==> config.mk <==
export PLATFORM = sky130hd
export DESIGN_NAME = deadline_sorted_ready_queue_flat
export DESIGN_NICKNAME = d
export VERILOG_FILES = /design/src/rtl/dsrq_pkg.sv /design/src/rtl/dsrq_if.sv /design/src/rtl/deadline_sorted_ready_queue.sv /design/src/flat_wrapper.sv
export SDC_FILE = /design/constraint.sdc
export NUM_CORES = 1
export LEC_CHECK = 0
export BUFFER_PORTS_ARGS = -buffer_cell sky130_fd_sc_hd__buf_2
export CAP_MARGIN = 20
export CORE_ASPECT_RATIO = 0.8
export CORE_MARGIN = 3
export CORE_UTILIZATION = 57
export DETAILED_ROUTE_END_ITERATION = 12
export PLACE_DENSITY = 0.83
export SLEW_MARGIN = 20
export SYNTH_ARGS = -nofsm -noshare
export SYNTH_HDL_FRONTEND = slang
export SYNTH_SLANG_ARGS = --single-unit
==> constraint.sdc <==
create_clock -name clk -period 9.35 [get_ports clk]
set_input_delay 1.4025 -clock clk [delete_from_list [all_inputs] [get_ports clk]]
set_output_delay 1.4025 -clock clk [all_outputs]
set_load 0.05 [all_outputs]
==> src/rtl/dsrq_pkg.sv <==
// ----------------------------------------------------------------------------
// dsrq_pkg: shared definitions for the deadline-sorted ready queue
// Sizes, command and status codes, entry and controller state types.
// ----------------------------------------------------------------------------
package dsrq_pkg;

	localparam int QUEUE_DEPTH = 16;
	localparam int IDX_W       = (QUEUE_DEPTH > 1) ? $clog2(QUEUE_DEPTH) : 1;
	localparam int CNT_W       = $clog2(QUEUE_DEPTH + 1);

	localparam int ID_W  = 8;
	localparam int DL_W  = 32;
	localparam int OCC_W = 5;

	typedef logic [IDX_W-1:0] idx_t;
	typedef logic [CNT_W-1:0] cnt_t;

	typedef logic cmd_t;
	localparam cmd_t CMD_INSERT = 1'b0;
	localparam cmd_t CMD_REMOVE = 1'b1;

	typedef logic [1:0] status_t;
	localparam status_t STATUS_DONE  = 2'd0;
	localparam status_t STATUS_FULL  = 2'd1;
	localparam status_t STATUS_EMPTY = 2'd2;

	typedef struct packed {
		logic [DL_W-1:0] deadline;
		logic [ID_W-1:0] id;
	} entry_t;

	typedef enum logic [5:0] {
		ST_IDLE  = 6'b000001,
		ST_WALK  = 6'b000010,
		ST_RHEAD = 6'b000100,
		ST_SHIFT = 6'b001000,
		ST_HEAD  = 6'b010000,
		ST_DONE  = 6'b100000
	} state_t;

endpackage

==> src/rtl/dsrq_if.sv <==
// ----------------------------------------------------------------------------
// dsrq_if: request and response channels of the ready queue
// Valid/ready channels; a transfer happens when both are high at a clock edge.
// ----------------------------------------------------------------------------
interface dsrq_req_if;
	logic                        valid;
	logic                        ready;
	dsrq_pkg::cmd_t              cmd;
	logic [dsrq_pkg::ID_W-1:0]   task_id;
	logic [dsrq_pkg::DL_W-1:0]   deadline;

	modport source (output valid, output cmd, output task_id, output deadline, input ready);
	modport sink   (input valid, input cmd, input task_id, input deadline, output ready);
endinterface

interface dsrq_rsp_if;
	logic                        valid;
	logic                        ready;
	dsrq_pkg::status_t           status;
	logic [dsrq_pkg::ID_W-1:0]   removed_id;
	logic                        head_valid;
	logic [dsrq_pkg::ID_W-1:0]   head_id;
	logic [dsrq_pkg::DL_W-1:0]   head_deadline;
	logic [dsrq_pkg::OCC_W-1:0]  occupancy;

	modport source (output valid, output status, output removed_id, output head_valid,
		output head_id, output head_deadline, output occupancy, input ready);
	modport sink   (input valid, input status, input removed_id, input head_valid,
		input head_id, input head_deadline, input occupancy, output ready);
endinterface

==> src/rtl/deadline_sorted_ready_queue.sv <==
// ----------------------------------------------------------------------------
// deadline_sorted_ready_queue: earliest-deadline-first ready queue
// Entries sit in a single-port-read memory in deadline order; one comparator
// and one memory read/write per cycle walk the list on insert and remove.
// ----------------------------------------------------------------------------
//
//   channel | modport | payload
//   --------+---------+--------------------------------------------------------
//   req     | sink    | cmd, task_id, deadline
//   rsp     | source  | status, removed_id, head_valid, head_id, head_deadline,
//           |         | occupancy
//
// An insert moves each held entry with a later deadline back one place, a remove
// moves every remaining entry forward one place, and a rejected (full or empty)
// request only reads the head; the one memory read and write a cycle pace them all.
// After reset the queue is empty and ready at once; no clearing pass is made.
// A request is taken only when the controller is idle; a pending response is held
// in its own register, so a new request may be taken before it is read.
module deadline_sorted_ready_queue (
	input  logic         clk,
	input  logic         arst_n,
	dsrq_req_if.sink     req,
	dsrq_rsp_if.source   rsp
);

	dsrq_pkg::state_t  state_q, state_d;
	dsrq_pkg::cnt_t    cnt_q, cnt_d;
	dsrq_pkg::cnt_t    pos_q, pos_d;
	dsrq_pkg::cnt_t    pos_m1, pos_m2, pos_p1, cnt_m1;
	logic [dsrq_pkg::DL_W-1:0] dl_q, dl_d;
	logic [dsrq_pkg::ID_W-1:0] id_q, id_d;
	dsrq_pkg::status_t status_q, status_d;
	logic [dsrq_pkg::ID_W-1:0] removed_q, removed_d;

	dsrq_pkg::entry_t  mem [dsrq_pkg::QUEUE_DEPTH];
	dsrq_pkg::entry_t  rd_q;
	dsrq_pkg::entry_t  wd;
	dsrq_pkg::idx_t    wa, ra;
	logic              we, re;

	logic              req_fire;
	logic              rsp_load;
	logic              rsp_valid_q;
	dsrq_pkg::status_t rsp_status_q;
	logic [dsrq_pkg::ID_W-1:0]  rsp_removed_q, rsp_head_id_q;
	logic              rsp_head_valid_q;
	logic [dsrq_pkg::DL_W-1:0]  rsp_head_dl_q;
	logic [dsrq_pkg::OCC_W-1:0] rsp_occ_q;

	assign req.ready = (state_q == dsrq_pkg::ST_IDLE);
	assign req_fire  = req.valid && req.ready;
	assign rsp_load  = (state_q == dsrq_pkg::ST_DONE) && (!rsp_valid_q || rsp.ready);

	assign pos_m1 = pos_q - dsrq_pkg::cnt_t'(1);
	assign pos_m2 = pos_q - dsrq_pkg::cnt_t'(2);
	assign pos_p1 = pos_q + dsrq_pkg::cnt_t'(1);
	assign cnt_m1 = cnt_q - dsrq_pkg::cnt_t'(1);

	always_comb begin
		state_d   = state_q;
		cnt_d     = cnt_q;
		pos_d     = pos_q;
		dl_d      = dl_q;
		id_d      = id_q;
		status_d  = status_q;
		removed_d = removed_q;
		we        = 1'b0;
		wa        = '0;
		wd        = '{deadline: dl_q, id: id_q};
		re        = 1'b0;
		ra        = '0;
		case (state_q)
			dsrq_pkg::ST_IDLE: begin
				if (req_fire) begin
					dl_d      = req.deadline;
					id_d      = req.task_id;
					removed_d = '0;
					status_d  = dsrq_pkg::STATUS_DONE;
					if (req.cmd == dsrq_pkg::CMD_INSERT) begin
						if (cnt_q == dsrq_pkg::cnt_t'(dsrq_pkg::QUEUE_DEPTH)) begin
							status_d = dsrq_pkg::STATUS_FULL;
							state_d  = dsrq_pkg::ST_HEAD;
						end else begin
							// The hole starts at the tail and moves towards the head.
							pos_d   = cnt_q;
							re      = (cnt_q != '0);
							ra      = cnt_m1[dsrq_pkg::IDX_W-1:0];
							state_d = dsrq_pkg::ST_WALK;
						end
					end else begin
						if (cnt_q == '0) begin
							status_d = dsrq_pkg::STATUS_EMPTY;
							state_d  = dsrq_pkg::ST_HEAD;
						end else begin
							re      = 1'b1;
							ra      = '0;
							state_d = dsrq_pkg::ST_RHEAD;
						end
					end
				end
			end
			dsrq_pkg::ST_WALK: begin
				// rd_q holds the entry just in front of the hole when pos_q is non-zero.
				we = 1'b1;
				wa = pos_q[dsrq_pkg::IDX_W-1:0];
				if (pos_q == '0 || !(rd_q.deadline > dl_q)) begin
					cnt_d   = cnt_q + dsrq_pkg::cnt_t'(1);
					state_d = dsrq_pkg::ST_HEAD;
				end else begin
					wd    = rd_q;
					pos_d = pos_m1;
					re    = (pos_q >= dsrq_pkg::cnt_t'(2));
					ra    = pos_m2[dsrq_pkg::IDX_W-1:0];
				end
			end
			dsrq_pkg::ST_RHEAD: begin
				removed_d = rd_q.id;
				if (cnt_q == dsrq_pkg::cnt_t'(1)) begin
					cnt_d   = cnt_m1;
					state_d = dsrq_pkg::ST_HEAD;
				end else begin
					re      = 1'b1;
					ra      = dsrq_pkg::idx_t'(1);
					pos_d   = dsrq_pkg::cnt_t'(1);
					state_d = dsrq_pkg::ST_SHIFT;
				end
			end
			dsrq_pkg::ST_SHIFT: begin
				we = 1'b1;
				wa = pos_m1[dsrq_pkg::IDX_W-1:0];
				wd = rd_q;
				if (pos_p1 < cnt_q) begin
					re    = 1'b1;
					ra    = pos_p1[dsrq_pkg::IDX_W-1:0];
					pos_d = pos_p1;
				end else begin
					cnt_d   = cnt_m1;
					state_d = dsrq_pkg::ST_HEAD;
				end
			end
			dsrq_pkg::ST_HEAD: begin
				re      = 1'b1;
				ra      = '0;
				state_d = dsrq_pkg::ST_DONE;
			end
			dsrq_pkg::ST_DONE: begin
				if (rsp_load) begin
					state_d = dsrq_pkg::ST_IDLE;
				end
			end
			default: begin
				state_d = dsrq_pkg::ST_IDLE;
			end
		endcase
	end

	always_ff @(posedge clk or negedge arst_n) begin
		if (!arst_n) begin
			state_q     <= dsrq_pkg::ST_IDLE;
			cnt_q       <= '0;
			rsp_valid_q <= 1'b0;
		end else begin
			state_q <= state_d;
			cnt_q   <= cnt_d;
			if (rsp_load) begin
				rsp_valid_q <= 1'b1;
			end else if (rsp.ready) begin
				rsp_valid_q <= 1'b0;
			end
		end
	end

	always_ff @(posedge clk) begin
		pos_q     <= pos_d;
		dl_q      <= dl_d;
		id_q      <= id_d;
		status_q  <= status_d;
		removed_q <= removed_d;
		if (rsp_load) begin
			rsp_status_q     <= status_q;
			rsp_removed_q    <= removed_q;
			rsp_head_valid_q <= (cnt_q != '0);
			rsp_head_id_q    <= (cnt_q != '0) ? rd_q.id : '0;
			rsp_head_dl_q    <= (cnt_q != '0) ? rd_q.deadline : '0;
			rsp_occ_q        <= dsrq_pkg::OCC_W'(cnt_q);
		end
	end

	// Entry store: one write and one registered read per cycle.
	always_ff @(posedge clk) begin
		if (we) begin
			mem[wa] <= wd;
		end
		if (re) begin
			rd_q <= mem[ra];
		end
	end

	assign rsp.valid         = rsp_valid_q;
	assign rsp.status        = rsp_status_q;
	assign rsp.removed_id    = rsp_removed_q;
	assign rsp.head_valid    = rsp_head_valid_q;
	assign rsp.head_id       = rsp_head_id_q;
	assign rsp.head_deadline = rsp_head_dl_q;
	assign rsp.occupancy     = rsp_occ_q;

	a_cnt_bound: assert property (@(posedge clk) disable iff (!arst_n)
		cnt_q <= dsrq_pkg::cnt_t'(dsrq_pkg::QUEUE_DEPTH))
		else $error("queue count above depth");

	a_cnt_step: assert property (@(posedge clk) disable iff (!arst_n)
		cnt_q == $past(cnt_q) || cnt_q == $past(cnt_q) + dsrq_pkg::cnt_t'(1) ||
		cnt_q + dsrq_pkg::cnt_t'(1) == $past(cnt_q))
		else $error("queue count moved by more than one");

	a_cnt_idle: assert property (@(posedge clk) disable iff (!arst_n)
		(state_q == dsrq_pkg::ST_IDLE) |=> (cnt_q == $past(cnt_q)))
		else $error("queue count changed outside an operation");

	a_full_rsp: assert property (@(posedge clk) disable iff (!arst_n)
		(rsp_load && status_q == dsrq_pkg::STATUS_FULL) |->
		(cnt_q == dsrq_pkg::cnt_t'(dsrq_pkg::QUEUE_DEPTH)))
		else $error("full status with room left");

	a_empty_rsp: assert property (@(posedge clk) disable iff (!arst_n)
		(rsp_load && status_q == dsrq_pkg::STATUS_EMPTY) |->
		(cnt_q == '0 && removed_q == '0))
		else $error("empty status on a non-empty queue");

endmodule

==> src/flat_wrapper.sv <==
// flat-port wrapper written by rule: the top's interface ports become plain ports
module deadline_sorted_ready_queue_flat 
  (clk, arst_n, req_valid, req_cmd, req_task_id, req_deadline, req_ready, rsp_valid, rsp_status, rsp_removed_id, rsp_head_valid, rsp_head_id, rsp_head_deadline, rsp_occupancy, rsp_ready);
  dsrq_req_if req_i ();
  dsrq_rsp_if rsp_i ();
  input  logic clk;
  input  logic arst_n;
  input wire logic [$bits(req_i.valid)-1:0] req_valid;
  input wire logic [$bits(req_i.cmd)-1:0] req_cmd;
  input wire logic [$bits(req_i.task_id)-1:0] req_task_id;
  input wire logic [$bits(req_i.deadline)-1:0] req_deadline;
  output wire logic [$bits(req_i.ready)-1:0] req_ready;
  output wire logic [$bits(rsp_i.valid)-1:0] rsp_valid;
  output wire logic [$bits(rsp_i.status)-1:0] rsp_status;
  output wire logic [$bits(rsp_i.removed_id)-1:0] rsp_removed_id;
  output wire logic [$bits(rsp_i.head_valid)-1:0] rsp_head_valid;
  output wire logic [$bits(rsp_i.head_id)-1:0] rsp_head_id;
  output wire logic [$bits(rsp_i.head_deadline)-1:0] rsp_head_deadline;
  output wire logic [$bits(rsp_i.occupancy)-1:0] rsp_occupancy;
  input wire logic [$bits(rsp_i.ready)-1:0] rsp_ready;
  assign req_i.valid = req_valid;
  assign req_i.cmd = req_cmd;
  assign req_i.task_id = req_task_id;
  assign req_i.deadline = req_deadline;
  assign req_ready = req_i.ready;
  assign rsp_valid = rsp_i.valid;
  assign rsp_status = rsp_i.status;
  assign rsp_removed_id = rsp_i.removed_id;
  assign rsp_head_valid = rsp_i.head_valid;
  assign rsp_head_id = rsp_i.head_id;
  assign rsp_head_deadline = rsp_i.head_deadline;
  assign rsp_occupancy = rsp_i.occupancy;
  assign rsp_i.ready = rsp_ready;
  deadline_sorted_ready_queue u_core (.clk(clk), .arst_n(arst_n), .req(req_i), .rsp(rsp_i));
endmodule
## After elaboration in Yosys (flattened, before gate mapping)

Memory sizes are Yosys's and may differ from the RTL's. A register that Yosys moved wholly into a read port is not among the register bits.
Index checks and enable logic that the tools add are counted.

- $add $sub $neg: 5
- Magnitude comparators: 3
- Eq/ne operators: 18
- Muxes and demuxes: 48
- Reductions and logical operators: 19

Operators by type and width:

| operator | number |
|---|---|
| one-hot mux 40 bit (2 select lines) | 1 |
| 2-to-1 mux 5 bit | 12 |
| 2-to-1 mux 40 bit | 1 |
| one-hot mux 6 bit (6 select lines) | 1 |
| greater-than comparator 32 bit | 1 |
| 2-to-1 mux 6 bit | 5 |
| 2-to-1 mux 4 bit | 5 |
| one-hot mux 5 bit (4 select lines) | 1 |
| one-hot mux 4 bit (4 select lines) | 1 |
| one-hot mux 8 bit (2 select lines) | 1 |
| one-hot mux 5 bit (3 select lines) | 1 |
| 2-to-1 mux 1 bit | 14 |
| inequality test 2 bit (second input constant) | 6 |
| adder 5 x 1 -> 5 bit (second input constant) | 2 |
| zero test 5 bit | 2 |
| subtractor 5 x 1 -> 5 bit (second input constant) | 2 |
| 2-to-1 mux 8 bit | 1 |
| inequality test 2 x 1 -> 1 bit (second input constant) | 4 |
| one-hot mux 4 bit (2 select lines) | 1 |
| AND reduction 4 bit | 2 |
| AND reduction 7 bit | 1 |
| equality test 6 x 1 -> 1 bit (second input constant) | 1 |
| equality test 6 x 2 -> 1 bit (second input constant) | 1 |
| equality test 6 x 3 -> 1 bit (second input constant) | 1 |
| 19 further kinds | 25 |

- Flip-flop bits (word level): 123
- Memory bits (writable): 640
- Input port bits: 45
- Output and inout bits: 58
- Word-level logic and storage cells: 108
- Memories kept: 1

Memory list:

| memory | words | width | rd ports | clocked after memory_dff | write ports | line | source |
|---|---|---|---|---|---|---|---|
| u_core.mem | 16 | 40 | 1 | 1 | 1 | deadline_sorted_ready_queue.sv:35 | `dsrq_pkg::entry_t mem [dsrq_pkg::QUEUE_DEPTH];` |

## Longest topological paths before layout

- Word-level depth: 5
- Depth in mapped cells: 17
- Gate-level depth less buffers: 13

## Worst setup path after synthesis

No wires, ideal clock.

- Path type: register to register
- Start point: register u_core.state_q[3]
- End point: register u_core.rsp_head_dl_q (netlist bit u_core.rsp.head_deadline[0]), enable pin
- Library setup time: 0.470 ns
- Arrival: 3.845 ns
- Required time: 8.880 ns
- Setup slack: 5.035 ns
- Cell stages (with the launch flop): 5
- Buffers on the path: 1
- Period minus slack after synthesis: 4.315 ns
- Cells stage by stage: dfrtp_1 buf_2 or4_1 or3b_2 nor2_1

- Longest elaborated chain between the ends: 2

Ends and longest elaborated chain:

| what | line | source |
|---|---|---|
| start, declared | deadline_sorted_ready_queue.sv:26 | `dsrq_pkg::state_t state_q, state_d;` |
| start signal, assigned | deadline_sorted_ready_queue.sv:159 | `state_q <= dsrq_pkg::ST_IDLE;` |
| start signal, assigned | deadline_sorted_ready_queue.sv:163 | `state_q <= state_d;` |
| equality test 6 bit | deadline_sorted_ready_queue.sv:52 | `assign rsp_load = (state_q == dsrq_pkg::ST_DONE) && (!rsp_valid_q \|\| rsp.ready);` |
| logical AND 1 bit | deadline_sorted_ready_queue.sv:52 |  |
| via u_core.rsp_load | deadline_sorted_ready_queue.sv:42 | `logic rsp_load;` |
| end signal, assigned | deadline_sorted_ready_queue.sv:184 | `rsp_head_dl_q <= (cnt_q != '0) ? rd_q.deadline : '0;` |
| end, declared | deadline_sorted_ready_queue.sv:47 | `logic [dsrq_pkg::DL_W-1:0] rsp_head_dl_q;` |

The timed path passes the listed nets, and every way through them passes these cells.
A chain may end at the register's enable or synchronous reset.

## Worst setup path after layout

- Start point: register u_core.pos_q[0]
- End point: register, netlist name u_core.rd_q[12]

- Longest elaborated chain between the ends: 4
- Elaborated cells on any way between the ends: 12
- Those cells by class: add/sub: 2; order compare: 2; mux: 6; reduce/logical: 2

Ends and longest elaborated chain:

| what | line | source |
|---|---|---|
| start, declared | deadline_sorted_ready_queue.sv:28 | `dsrq_pkg::cnt_t pos_q, pos_d;` |
| start signal, assigned | deadline_sorted_ready_queue.sv:174 | `pos_q <= pos_d;` |
| adder 5 x 1 -> 5 bit / zero test 5 bit (equally long branches) | deadline_sorted_ready_queue.sv:56, deadline_sorted_ready_queue.sv:106 |  |
| < comparator 5 bit / logical OR 1 bit (equally long branches) | deadline_sorted_ready_queue.sv:132, deadline_sorted_ready_queue.sv:106 |  |
| 2-to-1 mux 1 bit (tied with other cells) | deadline_sorted_ready_queue.sv:132 | `if (pos_p1 < cnt_q) begin` |
| one-hot mux 1 bit (5 select lines) / one-hot mux 4 bit (4 select lines) (equally long branches) | deadline_sorted_ready_queue.sv:72 | `case (state_q)` |

Several ways; a longest one is shown, not always the timed one.

==> summary.txt <==
Drt
  – Overall routed net length: 81700 microns
  – DR WL/cell: 28.58 microns
  – DR vias/cell: 6.495
  – Number of iterations in the first detailed-routing pass: 5
  – Remaining number of nets flagged by the antenna check after routing: 0
  – Final routed DRC violation total: 0
  – Drt first-iter violations: 2611
  – Routed vias: 18570

Clocking
  – Max clock buf depth: 3
  – Number of buffers added to fix hold violations after cts: 0
  – Total CTS buffers: 77
  – Cts repair resizes: 0
  – Reg clk slew, reported paths: 70 ps
  – Root Buffer Master: clkbuf_16
  – Number of clock sinks: 803
  – Number of H-tree branching levels: 3
  – Post-CTS setup buffer count: 0
  – TritonCTS clock tree: built
  – Later-pin clock latency in the skew report: roughly 640 ps

Power and ir drop
  – Worst VDD drop: ~0.23 mV
  – Power Dens Cells: 300.6 mW/mm^2
  – Leak pwr: 13.58 nW

Timing
  – Setup TNS after final layout: 0 ps
  – Setup-violating endpoint count in the final report: 0
  – Measured slew at the worst slew-check pin: ~1100 ps
  – Final critical path time including I/O delays and setup: 5671 ps
  – Worst slew margin relative to its limit: between 20% and 30%
  – Setup repair after global routing missed its margin: false
  – Final critical-path share of the clock period: 60.65%
  – Worst-case hold slack: 416.2 ps
  – Final Max Tran Viols: 0
  – Final count of hold timing violations: 0
  – Clock Skew: 25.64 ps
  – Maximum operating frequency: roughly 180 MHz

Placed design
  – Detail Placement HPWL: about 45000 microns
  – Placed cell count: 2721
  – Routability congestion estimate from global placement: 0.9023
  – Count of buffers inserted at the top-level ports: 102

Floorplanning
  – Initial core utilization: 58.13%
  – Chip Width: about 270 microns
  – Placement Rows: 77
  – Area of the die: 0.05981 sq mm
  – Height of the die: about 220 microns
  – Core area: 0.05578 sq mm
  – Top Ports: a little over 100

Job
  – Max-Cap Viols: 0

Yosys
  – Async SR Flop Fraction: 1.494%
  – Top cell type by total area after synthesis: edfxtp_1
  – Count of warnings emitted by yosys: 0
  – Number of distinct standard cells referenced by the synthesized netlist: 64
  – Main synth FF type: edfxtp_1
  – Number of standard cells after synthesis: 1924
  – Share of the synthesized area in the top cell type: between 70 and 80%
  – Number of synthesized flops with an enable pin: 791
  – Cell types occupying the most area after synthesis: edfxtp_1 (73%), mux2i_1 (7.6%), mux2_2 (2.1%)
  – Netlist area before placement: 0.03243 sq mm
  – Register area share after synthesis: 74.18%
  – Mean Syn Cell Area: ~17 sq um
  – Post-Synthesis Net Count: 2015
  – Number of register bits inferred by synthesis: 803

Global route
  – GRT Residual Overflow: 0
  – Pin count of the biggest net entering global routing: 121
  – Via count of the first global-routing pass: 18440
  – Initial antenna violation count: 1
  – Total Routing Usage GR: a little over a quarter
  – Wire length of the first global-routing pass: 119100 microns

Final layout
  – Fin cells: roughly 2900
  – Highest-count cells in the layout ignoring fill and taps: edfxtp_1 (791), mux2i_1 (246), buf_2 (102), clkbuf_16 (77), nor2b_1 (74)
  – Multi-input gate area in the final layout: 0.007938 sq mm
  – Final Net Count: roughly 2100
  – Storage element area: 0.02405 sq mm
  – Most common cell after layout, fill and taps aside: edfxtp_1
  – Share of layout cells above drive strength 1: 17.16%
  – Antenna diodes: 0
  – Count of filler cells inserted in the layout: 3614
  – Area growth from synthesis to final layout: 12.22%

Outcome
  – Result of the run: completed

Min path
  – Min-delay worst type: flop to flop

Worst setup path
  – Critical path startpoint category: flop
  – Type of the worst setup path: flop to flop
  – Critical path arrival: 6050 ps
  – Kind of capture point of the worst setup path: flop
  – Crit Path Max Fanout: 62
  – Worst EP required: 9730 ps
==> cells in the mapped netlist (3+ instances only) <==
library cell,instances
o22a_1,6
a2bb2oi_1,17
a21oi_1,35
o211ai_1,4
xnor2_1,10
nor2b_1,74
nand4_1,10
a21o_1,13
or3_1,34
o21a_1,3
nor4_1,5
dfrtp_1,11
a211oi_1,47
o21ai_0,25
xor2_1,5
ha_1,46
mux2i_1,246
o22ai_1,61
nand3_1,15
a31oi_1,7
nor3_1,7
nand3b_1,5
and2_1,10
inv_1,47
or2_2,12
or4_1,3
buf_2,36
edfxtp_1,791
a221o_1,4
clkbuf_1,51
o32a_1,8
o221ai_1,38
a221oi_1,3
nand2b_1,5
buf_6,5
nand2_1,70
a311oi_1,15
mux2_1,7
mux2_2,61
nor2_1,44
==> state kept, by name, indices dropped and copies added, names as in the netlist, 5 cells and up <==
signal and cells:
u_core.pos_q 5, u_core.rsp.occupancy 5, u_core.state_q 6, u_core.mem 640, u_core.rsp.head_deadline 32, u_core.rsp.removed_id 8
u_core.cnt_q 5, u_core.rsp.head_id 8, u_core.removed_q 8, u_core.rd_q 40, u_core.dl_q 32, u_core.id_q 8
==> logic make-up (layout without fill, tap and decap cells) <==
kind of cell / count (synthesis) / count (layout) / synth area share (%)
adders and majority gates: 46 / 46 / 1.775
AOI/OAI and AO/OA: 301 / 301 / 6.760
muxes: 314 / 314 / 9.955
and+or+nand+nor: 303 / 303 / 5.016
buffers and inverters: 142 / 327 / 1.910
DFF: 803 / 803 / 74.18
xor gates and xnor gates: 15 / 15 / 0.4051
==> final cells by class <==
type	instances	share of cell area, %
clock inverter	48	1.324
timing repair buffer	142	2.273
multi-input combinational	979	21.81
sequential	803	66.10
inverter	47	0.4848
tap	750	2.579
clock buffer	90	5.429
==> metal layers <==
| metal | up-vias | track usage [%] | routed length (microns) |
|---|---|---|---|
| met4 | 0 | 11.60 | 3467 |
| met2 | 1260 | 41.97 | 37190 |
| met1 | 9206 | 38.08 | 31670 |
| met3 | 237 | 6.613 | 9370 |
| met5 | - | 0 | 0 |
| li1 | 7866 | - | - |
==> critical path: stages (launching register included) <==
cell and delay, ps:
edfxtp_1 640, inv_1 220, ha_1 450, ha_1 320, a31oi_1 140, o211ai_4 360, o221a_1 330, nor3b_2 920
buf_4 840, mux2_2 420, a2bb2oi_1 160, o221ai_1 140, or3_1 380
==> worst paths after layout <==
| kind | startpoint | endpoint | slack [ps] | depth (start not counted) |
|---|---|---|---|---|
| setup / recovery | u_core.pos_q[0]$_DFFE_PP_ | u_core.rd_q[12]$_DFFE_PP_ | 3680 | 12 |
| hold / removal | u_core.removed_q[4]$_SDFFCE_PN0P_ | u_core.rsp.removed_id[4]$_DFFE_PP_ | 420 | 0 |
| setup reg to reg | u_core.pos_q[0]$_DFFE_PP_ | u_core.rd_q[12]$_DFFE_PP_ | 3680 | 12 |
| hold reg to reg | u_core.removed_q[4]$_SDFFCE_PN0P_ | u_core.rsp.removed_id[4]$_DFFE_PP_ | 420 | 0 |
| max in group asynchronous | arst_n | u_core.state_q[0]$_DFFE_PN1P_ | 8410 | 1 |
| min in group asynchronous | arst_n | u_core.cnt_q[1]$_DFFE_PN0P_ | 650 | 1 |
==> power by group <==
| group | leakage [nW] | switching [mW] | internal [mW] |
|---|---|---|---|
| combinational | 5.05 | 1.95 | 0.959 |
| clock | 1.21 | 1.34 | 1.72 |
| sequential | 7.32 | 0.223 | 4.75 |
| total | 13.6 | 3.51 | 7.43 |
==> stage by stage <==
stage	setup slack, ps	instance area, sq um	power [mW]	util [%]
floorplan	5035	32430	6.925	-
global placement	3832	33930	7.770	60.83
detailed placement	3756	33930	7.874	60.83
CTS	3727	36390	10.91	65.23
global route	3370	36390	11.33	65.24
finish	3679	36390	10.94	65.24
Power figures use the tool's default switching activity.
